==> config.mk <==
export PLATFORM = sky130hd
export DESIGN_NAME = key_value_line_tokenizer_core
export DESIGN_NICKNAME = d
export VERILOG_FILES = /design/src/sv/kvlt_pkg.sv /design/src/sv/key_value_line_tokenizer_core.sv /design/src/sv/kvlt_front.sv /design/src/sv/kvlt_queue.sv /design/src/sv/kvlt_back.sv
export SDC_FILE = /design/constraint.sdc
export NUM_CORES = 1
export LEC_CHECK = 0
export ABC_CLOCK_PERIOD_IN_PS = 8800
export BUFFER_PORTS_ARGS = -buffer_cell sky130_fd_sc_hd__buf_2
export CAP_MARGIN = 20
export CORE_MARGIN = 1
export CORE_UTILIZATION = 30
export DETAILED_ROUTE_END_ITERATION = 7
export PLACE_DENSITY = 0.51
export SYNTH_ARGS = -nofsm -noshare
export SYNTH_HDL_FRONTEND = slang
export SYNTH_SLANG_ARGS = --single-unit
==> constraint.sdc <==
create_clock -name clk -period 8.8 [get_ports clk]
set_clock_uncertainty 0.15 [all_clocks]
set_input_delay 0 -clock clk [delete_from_list [all_inputs] [get_ports clk]]
set_output_delay 0 -clock clk [all_outputs]
set_load 0.01 [all_outputs]
==> src/sv/kvlt_pkg.sv <==
// ----------------------------------------------------------------------------
// kvlt_pkg
// Shared constants, record codes and the command type passed from the
// classifying front end to the record emitter of the line tokenizer.
// ----------------------------------------------------------------------------
package kvlt_pkg;

  // Whitespace store depth and the widths derived from it
  localparam int HOLD_DEPTH = 32;
  localparam int IDX_W      = $clog2(HOLD_DEPTH);
  localparam int CNT_W      = $clog2(HOLD_DEPTH + 1);

  // Command queue depth and the widths derived from it
  localparam int Q_DEPTH    = 2;
  localparam int Q_PTR_W    = (Q_DEPTH > 1) ? $clog2(Q_DEPTH) : 1;
  localparam int Q_CNT_W    = $clog2(Q_DEPTH + 1);

  // Record kinds
  localparam logic [1:0] KIND_KEY   = 2'd0;
  localparam logic [1:0] KIND_VALUE = 2'd1;
  localparam logic [1:0] KIND_END   = 2'd2;

  // Character codes
  localparam logic [7:0] CH_NUL   = 8'h00;
  localparam logic [7:0] CH_TAB   = 8'h09;
  localparam logic [7:0] CH_LF    = 8'h0A;
  localparam logic [7:0] CH_SPACE = 8'h20;
  localparam logic [7:0] CH_HASH  = 8'h23;
  localparam logic [7:0] CH_BSL   = 8'h5C;

  // One command: release ws_cnt held whitespace bytes (bit set means tab),
  // then emit one closing record that carries the last flag
  typedef struct packed {
    logic [HOLD_DEPTH-1:0] ws_vec;
    logic [CNT_W-1:0]      ws_cnt;
    logic [1:0]            kind;
    logic [7:0]            data;
    logic                  ovf;
    logic [31:0]           line;
  } cmd_t;

endpackage

==> src/sv/key_value_line_tokenizer_core.sv <==
// Path: each record is registered in the command queue, then in the output register.
// Throughput: one byte per cycle while each byte causes at most one record and out_ready
//   stays high; a byte that releases n held whitespace bytes occupies the record emitter
//   for n + 1 records, as the output register moves one record per cycle. A 2-entry command queue decouples.
// Reset: synchronous, clears phase, line count, queue and output valid; the whitespace
//   store is not cleared.
// ----------------------------------------------------------------------------
// key_value_line_tokenizer_core
// Streaming tokenizer of "key value" text lines into key, value and pair-end
// records tagged with the line number.
// ----------------------------------------------------------------------------
module key_value_line_tokenizer_core (
  input  logic        clk,
  input  logic        rst,
  input  logic        in_valid,
  output logic        in_ready,
  input  logic [7:0]  in_byte,
  output logic        out_valid,
  input  logic        out_ready,
  output logic [1:0]  kind,
  output logic [7:0]  out_byte,
  output logic [31:0] line_number,
  output logic        last,
  output logic        ws_overflow
);

  kvlt_pkg::cmd_t wr_cmd;
  kvlt_pkg::cmd_t head;
  logic           push, room, pop, head_valid;

  assign in_ready = room;

  // Classify incoming bytes
  kvlt_front u_front (
    .clk      (clk),
    .rst      (rst),
    .in_valid (in_valid),
    .in_byte  (in_byte),
    .room     (room),
    .push     (push),
    .cmd      (wr_cmd)
  );

  // Buffer commands
  kvlt_queue u_queue (
    .clk        (clk),
    .rst        (rst),
    .push       (push),
    .wr_cmd     (wr_cmd),
    .room       (room),
    .pop        (pop),
    .head_valid (head_valid),
    .head       (head)
  );

  // Emit records
  kvlt_back u_back (
    .clk         (clk),
    .rst         (rst),
    .head_valid  (head_valid),
    .head        (head),
    .pop         (pop),
    .out_valid   (out_valid),
    .out_ready   (out_ready),
    .kind        (kind),
    .out_byte    (out_byte),
    .line_number (line_number),
    .last        (last),
    .ws_overflow (ws_overflow)
  );

`ifndef SYNTHESIS
  // Pair end carries a zero byte and closes its byte's records
  a_end_record: assert property (@(posedge clk) disable iff (rst)
    out_valid && (kind == kvlt_pkg::KIND_END) |-> (out_byte == 8'h00) && last)
    else $error("pair end record malformed");

  // Overflow is only reported on a pair end
  a_ovf_on_end: assert property (@(posedge clk) disable iff (rst)
    out_valid && ws_overflow |-> (kind == kvlt_pkg::KIND_END))
    else $error("whitespace overflow outside pair end");

  // Key bytes never come with released whitespace
  a_key_single: assert property (@(posedge clk) disable iff (rst)
    out_valid && (kind == kvlt_pkg::KIND_KEY) |-> last)
    else $error("key record not last of its byte");

  // Released whitespace is always followed by a further record of the same line
  a_run_line: assert property (@(posedge clk) disable iff (rst)
    out_valid && out_ready && !last |=> out_valid && (line_number == $past(line_number)))
    else $error("whitespace run broken");
`endif

endmodule

==> src/sv/kvlt_front.sv <==
// ----------------------------------------------------------------------------
// kvlt_front
// Accepts text bytes, tracks the line phase, escapes and held whitespace,
// and pushes at most one command per byte into the command queue.
// ----------------------------------------------------------------------------
module kvlt_front (
  input  logic               clk,
  input  logic               rst,
  input  logic               in_valid,
  input  logic [7:0]         in_byte,
  input  logic               room,
  output logic               push,
  output kvlt_pkg::cmd_t     cmd
);

  typedef enum logic [2:0] {
    PH_LEAD,
    PH_KEY,
    PH_GAP,
    PH_VALUE,
    PH_IGNORE
  } phase_t;

  phase_t                          phase, phase_next;
  logic                            prev_bs, prev_bs_next;
  logic                            solid_bs, solid_bs_next;
  logic [kvlt_pkg::CNT_W-1:0]      held_count, held_count_next;
  logic                            overflow_seen, overflow_seen_next;
  logic [31:0]                     line_count, line_count_next;
  logic [kvlt_pkg::HOLD_DEPTH-1:0] held;
  logic                            held_wr;

  logic accept;
  logic is_ws, is_end, is_bs, is_hash, is_lf;
  logic push_c;

  assign accept  = in_valid && room;
  assign is_ws   = (in_byte == kvlt_pkg::CH_SPACE) || (in_byte == kvlt_pkg::CH_TAB);
  assign is_lf   = (in_byte == kvlt_pkg::CH_LF);
  assign is_end  = is_lf || (in_byte == kvlt_pkg::CH_NUL);
  assign is_bs   = (in_byte == kvlt_pkg::CH_BSL);
  assign is_hash = (in_byte == kvlt_pkg::CH_HASH);

  // Classify the byte and work out the next state and command
  always_comb begin
    phase_next         = phase;
    prev_bs_next       = prev_bs;
    solid_bs_next      = solid_bs;
    held_count_next    = held_count;
    overflow_seen_next = overflow_seen;
    line_count_next    = line_count;
    held_wr            = 1'b0;
    push_c             = 1'b0;
    cmd.ws_vec         = held;
    cmd.ws_cnt         = '0;
    cmd.kind           = kvlt_pkg::KIND_KEY;
    cmd.data           = in_byte;
    cmd.ovf            = 1'b0;
    cmd.line           = line_count + 32'd1;

    case (phase)
      PH_LEAD: begin
        if (is_lf) begin
          line_count_next = line_count + 32'd1;
        end else if (is_ws) begin
          // keep skipping leading whitespace
        end else if (is_hash || (in_byte == kvlt_pkg::CH_NUL)) begin
          phase_next = PH_IGNORE;
        end else begin
          push_c       = 1'b1;
          prev_bs_next = is_bs;
          phase_next   = PH_KEY;
        end
      end
      PH_KEY: begin
        if (is_end || (is_hash && !prev_bs)) begin
          push_c = 1'b1;
        end else if (is_ws && !prev_bs) begin
          prev_bs_next = 1'b0;
          phase_next   = PH_GAP;
        end else begin
          push_c       = 1'b1;
          prev_bs_next = is_bs;
        end
      end
      PH_GAP: begin
        if (is_end || is_hash) begin
          push_c = 1'b1;
        end else if (!is_ws) begin
          push_c             = 1'b1;
          cmd.kind           = kvlt_pkg::KIND_VALUE;
          prev_bs_next       = is_bs;
          solid_bs_next      = is_bs;
          held_count_next    = '0;
          overflow_seen_next = 1'b0;
          phase_next         = PH_VALUE;
        end
      end
      PH_VALUE: begin
        if (is_end || (is_hash && !prev_bs)) begin
          push_c = 1'b1;
          // a final backslash keeps the first held whitespace byte
          if (solid_bs && (held_count != '0)) begin
            cmd.ws_cnt = kvlt_pkg::CNT_W'(1);
          end
        end else if (is_ws) begin
          if (held_count < kvlt_pkg::CNT_W'(kvlt_pkg::HOLD_DEPTH)) begin
            held_wr         = 1'b1;
            held_count_next = held_count + kvlt_pkg::CNT_W'(1);
          end else begin
            overflow_seen_next = 1'b1;
          end
          prev_bs_next = 1'b0;
        end else begin
          push_c          = 1'b1;
          cmd.kind        = kvlt_pkg::KIND_VALUE;
          cmd.ws_cnt      = held_count;
          held_count_next = '0;
          prev_bs_next    = is_bs;
          solid_bs_next   = is_bs;
        end
      end
      default: begin
        if (is_lf) begin
          line_count_next = line_count + 32'd1;
          phase_next      = PH_LEAD;
        end
      end
    endcase

    // Pair end closes the line content
    if (push_c && ((phase == PH_KEY && (is_end || (is_hash && !prev_bs))) ||
                   (phase == PH_GAP && (is_end || is_hash)) ||
                   (phase == PH_VALUE && (is_end || (is_hash && !prev_bs))))) begin
      cmd.kind           = kvlt_pkg::KIND_END;
      cmd.data           = '0;
      cmd.ovf            = overflow_seen;
      prev_bs_next       = 1'b0;
      solid_bs_next      = 1'b0;
      held_count_next    = '0;
      overflow_seen_next = 1'b0;
      if (is_lf) begin
        line_count_next = line_count + 32'd1;
        phase_next      = PH_LEAD;
      end else begin
        phase_next = PH_IGNORE;
      end
    end
  end

  assign push = accept && push_c;

  // Hold state and advance on each accepted byte
  always_ff @(posedge clk) begin
    if (rst) begin
      phase         <= PH_LEAD;
      prev_bs       <= 1'b0;
      solid_bs      <= 1'b0;
      held_count    <= '0;
      overflow_seen <= 1'b0;
      line_count    <= '0;
    end else if (accept) begin
      phase         <= phase_next;
      prev_bs       <= prev_bs_next;
      solid_bs      <= solid_bs_next;
      held_count    <= held_count_next;
      overflow_seen <= overflow_seen_next;
      line_count    <= line_count_next;
    end
  end

  // Whitespace store: bit set means tab
  always_ff @(posedge clk) begin
    if (accept && held_wr) begin
      held[held_count[kvlt_pkg::IDX_W-1:0]] <= (in_byte == kvlt_pkg::CH_TAB);
    end
  end

endmodule

==> src/sv/kvlt_queue.sv <==
// ----------------------------------------------------------------------------
// kvlt_queue
// Short command FIFO between the front end and the record emitter.
// ----------------------------------------------------------------------------
module kvlt_queue (
  input  logic           clk,
  input  logic           rst,
  input  logic           push,
  input  kvlt_pkg::cmd_t wr_cmd,
  output logic           room,
  input  logic           pop,
  output logic           head_valid,
  output kvlt_pkg::cmd_t head
);

  kvlt_pkg::cmd_t                entries [kvlt_pkg::Q_DEPTH];
  logic [kvlt_pkg::Q_PTR_W-1:0]  wr_ptr, rd_ptr;
  logic [kvlt_pkg::Q_CNT_W-1:0]  count;

  assign room       = (count != kvlt_pkg::Q_CNT_W'(kvlt_pkg::Q_DEPTH));
  assign head_valid = (count != '0);
  assign head       = entries[rd_ptr];

  // Store the pushed command
  always_ff @(posedge clk) begin
    if (push) begin
      entries[wr_ptr] <= wr_cmd;
    end
  end

  // Advance pointers and occupancy
  always_ff @(posedge clk) begin
    if (rst) begin
      wr_ptr <= '0;
      rd_ptr <= '0;
      count  <= '0;
    end else begin
      if (push) begin
        wr_ptr <= (wr_ptr == kvlt_pkg::Q_PTR_W'(kvlt_pkg::Q_DEPTH - 1)) ?
                  '0 : wr_ptr + kvlt_pkg::Q_PTR_W'(1);
      end
      if (pop) begin
        rd_ptr <= (rd_ptr == kvlt_pkg::Q_PTR_W'(kvlt_pkg::Q_DEPTH - 1)) ?
                  '0 : rd_ptr + kvlt_pkg::Q_PTR_W'(1);
      end
      if (push && !pop) begin
        count <= count + kvlt_pkg::Q_CNT_W'(1);
      end else if (pop && !push) begin
        count <= count - kvlt_pkg::Q_CNT_W'(1);
      end
    end
  end

endmodule

==> src/sv/kvlt_back.sv <==
// ----------------------------------------------------------------------------
// kvlt_back
// Record emitter: plays out the held whitespace of each command one byte a
// cycle while the output is taken, then the closing record, through a registered output stage.
// ----------------------------------------------------------------------------
module kvlt_back (
  input  logic           clk,
  input  logic           rst,
  input  logic           head_valid,
  input  kvlt_pkg::cmd_t head,
  output logic           pop,
  output logic           out_valid,
  input  logic           out_ready,
  output logic [1:0]     kind,
  output logic [7:0]     out_byte,
  output logic [31:0]    line_number,
  output logic           last,
  output logic           ws_overflow
);

  logic [kvlt_pkg::CNT_W-1:0] idx;
  logic                       load;
  logic                       in_run;

  assign load   = !out_valid || out_ready;
  assign in_run = (idx < head.ws_cnt);
  assign pop    = load && head_valid && !in_run;

  // Load the output register when it is empty or being taken
  always_ff @(posedge clk) begin
    if (rst) begin
      out_valid <= 1'b0;
      idx       <= '0;
    end else if (load) begin
      out_valid <= head_valid;
      if (head_valid) begin
        if (in_run) begin
          idx <= idx + kvlt_pkg::CNT_W'(1);
        end else begin
          idx <= '0;
        end
      end
    end
  end

  // Output payload
  always_ff @(posedge clk) begin
    if (load && head_valid) begin
      line_number <= head.line;
      if (in_run) begin
        kind        <= kvlt_pkg::KIND_VALUE;
        out_byte    <= head.ws_vec[idx[kvlt_pkg::IDX_W-1:0]] ?
                       kvlt_pkg::CH_TAB : kvlt_pkg::CH_SPACE;
        last        <= 1'b0;
        ws_overflow <= 1'b0;
      end else begin
        kind        <= head.kind;
        out_byte    <= head.data;
        last        <= 1'b1;
        ws_overflow <= head.ovf;
      end
    end
  end

endmodule

==> results.md <==
- Crit path required time: 8.91 ns
- Relative contribution of combinational cells to total power: 0.108
- Number of standard cells after synthesis: 892
- Area used by multi-input combinational logic: 3860 um2
- Die outline height: 206 um
- Net count after synthesis: 916
- Clk_lat worst skew: 0.55 ns
- Detailed-route wire length: 24.9 mm
- Worst slew margin: 0.324
- Share of power burned in the clock network: 0.379
- Quantity of gates resized following cts: 0
- Pin count of the biggest net entering global routing: 63
- Synth warn: 0
- Arrival time reported for the critical path endpoint: 4.22 ns
- Number of input and output port buffers inserted: 57
- Primary flip-flop cell chosen by synthesis mapping: sky130_fd_sc_hd__edfxtp_1
- # nets final: 979
- Tightest Pin Transition: 1.01 ns
- Final Max Tran Viols: 0
- Master cell of the clock root buffer: sky130_fd_sc_hd__clkbuf_16
- Unrepaired setup endpoints after global routing: false
- Register-to-register path setup slack: 4.69 ns
- H-tree depth: 1
- Wire per inst: 16.5 um
- Pwr per Cell Area: 236 nW/um2
- Syn Area/Cell: 13.9 um2
- Most common cell after layout, fill and taps aside: sky130_fd_sc_hd__edfxtp_1
- Switching component of the power: 802 uW
- Netlist Area Pre-Place: 12400 um2
- Result of the run: finished, final reports clean
- Buffers from clock root to sink, at most: 3
- Total CTS buffers: 30
- Remaining antenna violation count: 0
- Antenna Diode Count: 0
- LEAKAGE: 0.00453 uW
- Share of the clock period used by the worst path: 0.467
- Post-synth ARST share: 0
- Via count of the first global-routing pass: 7084
- Via-per-instance ratio: 4.72
- Iteration-0 DRC count of the detailed router: 438
- Area added between synthesis and finish: 15.3%
- Clock edge transition at the registers on the reported setup and hold paths: 0.06 ns
- Count of endpoints failing hold in the final timing report: 0
- Worst hold path type: input pin to register
- Peak Freq: 244 MHz
- Dpl ws: 4.60 ns
- Worst flop-to-flop path endpoint: u_back.out_byte[3]
- Number of enable-type register cells in the synthesized netlist: 238
- Number of clock sinks: 294
- Sequential cell area in the final layout: 8270 um2
- Overflow left after global routing: 0
- Final total negative setup slack: 0 ns
- Share of total power consumed by net switching: 0.237
- Std-Cell Rows: 74
- Startpoint kind of the worst setup timing path: register
- Slowest library cell on the worst path: sky130_fd_sc_hd__nor2_1
- HPWL after detailed placement: 15.8 mm
- Final weighted congestion in routability-driven placement: 0.764
- # fillers: 3933
- Logic depth of the worst register-to-register path: 8
- Initial core utilization: 0.304
- DR vias: 7127
- Crit path capture type: register
- Boundary Pins: 58
- Minimum setup slack in the final design: 4.69 ns
- Post-route minimum period: 4.11 ns
- CTS tree: yes
- Worst Hold Endpoint: u_queue.entries[1][39]
- Antenna violations before repair: 0
- Critical Path Max Stage Delay: 0.77 ns
- Synth Register Bits: 294
- Setup violators final: 0
- Area of the die: 42200 um2
- Chip width: 206 um
- Number of setup buffers added after CTS: 0
- Global-route total usage across every layer: 0.120
- Max-cap violations: 0
- Cell breakdown of the critical path: mux2i_1 -> ha_1 -> a21o_1 -> a221o_1 -> nor2_1 -> inv_1 -> a2111oi_0 -> a211oi_1
- Part of the Yosys area used for sequential elements: 0.665
- Worst setup path class: register to register
- Router iterations before antenna repair: 4
- Peak supply drop: 0.126 mV
- Post-synth cell types: 80
- Internal power consumption: 2580 uW
- Sequential share of power: 0.513
- Count of unresolved DRC violations after routing: 0
- First-pass GRT wire length: 39.7 mm
- CP Max Fanout: 35
- Depth of the worst hold-timing path: 2
- Layout cells sized above 1: 0.186
- Leading cell types in the layout, fill and taps excluded: sky130_fd_sc_hd__edfxtp_1 (238), sky130_fd_sc_hd__nor2_1 (92), sky130_fd_sc_hd__buf_2 (57)
- Core Box Area: 40800 um2
- Source of the worst hold timing path: in_byte[6]
-- critical path, delay by kind of cell (launching register included) --
family	cells	cell delay, ns
adder cells (fa/ha/maj)	1	0.26
multiplexers	1	0.28
flip-flops	1	0.72
AO/OA/AOI/OAI	4	1.35
AND/OR/NAND/NOR	1	0.77
buffers and inverters	1	0.28
-- cell usage after synthesis, types with 3 or more instances --
master | instances | area, um2
sky130_fd_sc_hd__buf_1 | 3 | 11.3
sky130_fd_sc_hd__clkbuf_1 | 29 | 109
sky130_fd_sc_hd__edfxtp_1 | 238 | 7150
sky130_fd_sc_hd__buf_6 | 7 | 78.8
sky130_fd_sc_hd__inv_1 | 12 | 45.0
sky130_fd_sc_hd__ha_1 | 12 | 150
sky130_fd_sc_hd__mux2i_1 | 23 | 230
sky130_fd_sc_hd__o21ai_0 | 20 | 100
sky130_fd_sc_hd__xor2_1 | 35 | 307
sky130_fd_sc_hd__mux4_2 | 8 | 180
sky130_fd_sc_hd__nand2b_1 | 8 | 50.1
sky130_fd_sc_hd__and3_1 | 13 | 81.3
sky130_fd_sc_hd__nor2_1 | 92 | 345
sky130_fd_sc_hd__xnor2_1 | 19 | 166
sky130_fd_sc_hd__mux2_2 | 41 | 462
sky130_fd_sc_hd__nand3_1 | 28 | 140
sky130_fd_sc_hd__a32oi_1 | 3 | 26.3
sky130_fd_sc_hd__nor4_1 | 11 | 68.8
sky130_fd_sc_hd__o22ai_1 | 3 | 18.8
sky130_fd_sc_hd__nand3b_1 | 3 | 22.5
sky130_fd_sc_hd__or3_1 | 14 | 87.6
sky130_fd_sc_hd__and4_1 | 4 | 35.0
sky130_fd_sc_hd__nand2_1 | 36 | 135
sky130_fd_sc_hd__nand4b_1 | 3 | 26.3
sky130_fd_sc_hd__and2_1 | 8 | 50.1
sky130_fd_sc_hd__a211oi_1 | 11 | 82.6
sky130_fd_sc_hd__nor3_1 | 10 | 50.1
sky130_fd_sc_hd__o31ai_1 | 10 | 75.1
sky130_fd_sc_hd__nand4_1 | 14 | 87.6
sky130_fd_sc_hd__dfxtp_1 | 56 | 1120
sky130_fd_sc_hd__or4_1 | 7 | 52.6
sky130_fd_sc_hd__a21oi_1 | 27 | 135
sky130_fd_sc_hd__a2111oi_0 | 9 | 78.8
sky130_fd_sc_hd__buf_2 | 4 | 20.0
sky130_fd_sc_hd__nor2b_1 | 15 | 93.8
-- area by class of cell --
| type | instances | share of cell area |
|---|---|---|
| clock buffers | 48 | 0.0621 |
| inverters | 13 | 0.00340 |
| repair buffers | 79 | 0.0337 |
| flip-flops and latches | 294 | 0.577 |
| well taps | 532 | 0.0464 |
| clock inverters | 8 | 0.00812 |
| multi-input cells | 537 | 0.269 |
-- power groups by stage --
stage | logic, uW | registers, uW | clock network [uW]
3_3_place_gp | 370 | 1760 | 0
6_report | 364 | 1740 | 1280
3_5_place_dp | 371 | 1770 | 0
2_1_floorplan | 209 | 1780 | 0
4_1_cts | 380 | 1740 | 1320
5_1_grt | 403 | 1750 | 1380
-- metal layers --
| metal | GRT usage | wire, um | part of all wire | up-vias |
|---|---|---|---|---|
| met5 | 0 | 0 | 0 | - |
| met4 | 0.0360 | 577 | 0.023 | 0 |
| met1 | 0.163 | 11400 | 0.46 | 3472 |
| met3 | 0.0168 | 1060 | 0.043 | 41 |
| li1 | - | - | - | 3494 |
| met2 | 0.196 | 11800 | 0.48 | 120 |
-- cell families after synthesis --
family                     Yosys count  synth area share
buffers and inverters               61            0.0261
and+or+nand+nor                    286             0.123
AOI/OAI and AO/OA                  113            0.0658
xor gates and xnor gates            54            0.0381
DFF                                294             0.665
muxes                               72            0.0702
adders and majority gates           12            0.0121
-- repair_timing --
item,CTS,global route
hold buffers,13,0
setup endpoints to repair,0,0
hold endpoints to repair,72,0
-- state kept, by name, indices dropped and copies added (netlist names), named ones only --
signal,flops
u_back.line_number,32
u_back.out_byte,8
u_back.idx,6
u_back.last,1
u_back.out_valid,1
u_back.ws_overflow,1
u_front.line_count,26
u_queue.count,2
u_queue.entries,162
u_front.prev_bs,1
u_front.held_count,6
u_queue.wr_ptr,1
u_queue.rd_ptr,1
u_front.overflow_seen,1
u_front.solid_bs,1
u_front.held,32
u_front.phase,3
u_back.kind,2
-- how the worst max path moves through the flow --
stage / startpoint / to / slack, ns / cells past startpoint
after floorplan: in_byte[5] / u_queue.entries[0][0] / 3.23 / 5
after detailed placement: register / u_back.out_byte[0] / 4.60 / 8
after global routing: register / u_back.out_byte[0] / 4.38 / 8
after CTS: register / u_back.out_byte[0] / 4.61 / 8
final: register / u_back.out_byte[3] / 4.69 / 8
after global placement: register / u_back.out_byte[0] / 4.82 / 8
-- per-stage QoR --
step	cell area, um2	util	cells	power (uW)	hold WS (ns)
2_1_floorplan	12400	-	892	1990	0.0384
3_3_place_gp	13200	0.323	1442	2130	0.107
3_5_place_dp	13200	0.323	1442	2140	0.114
4_1_cts	14300	0.351	1511	3440	0.0795
5_1_grt	14300	0.351	1511	3530	0.112
6_report	14300	0.351	1511	3380	0.101
Power figures use the tool's default switching activity.
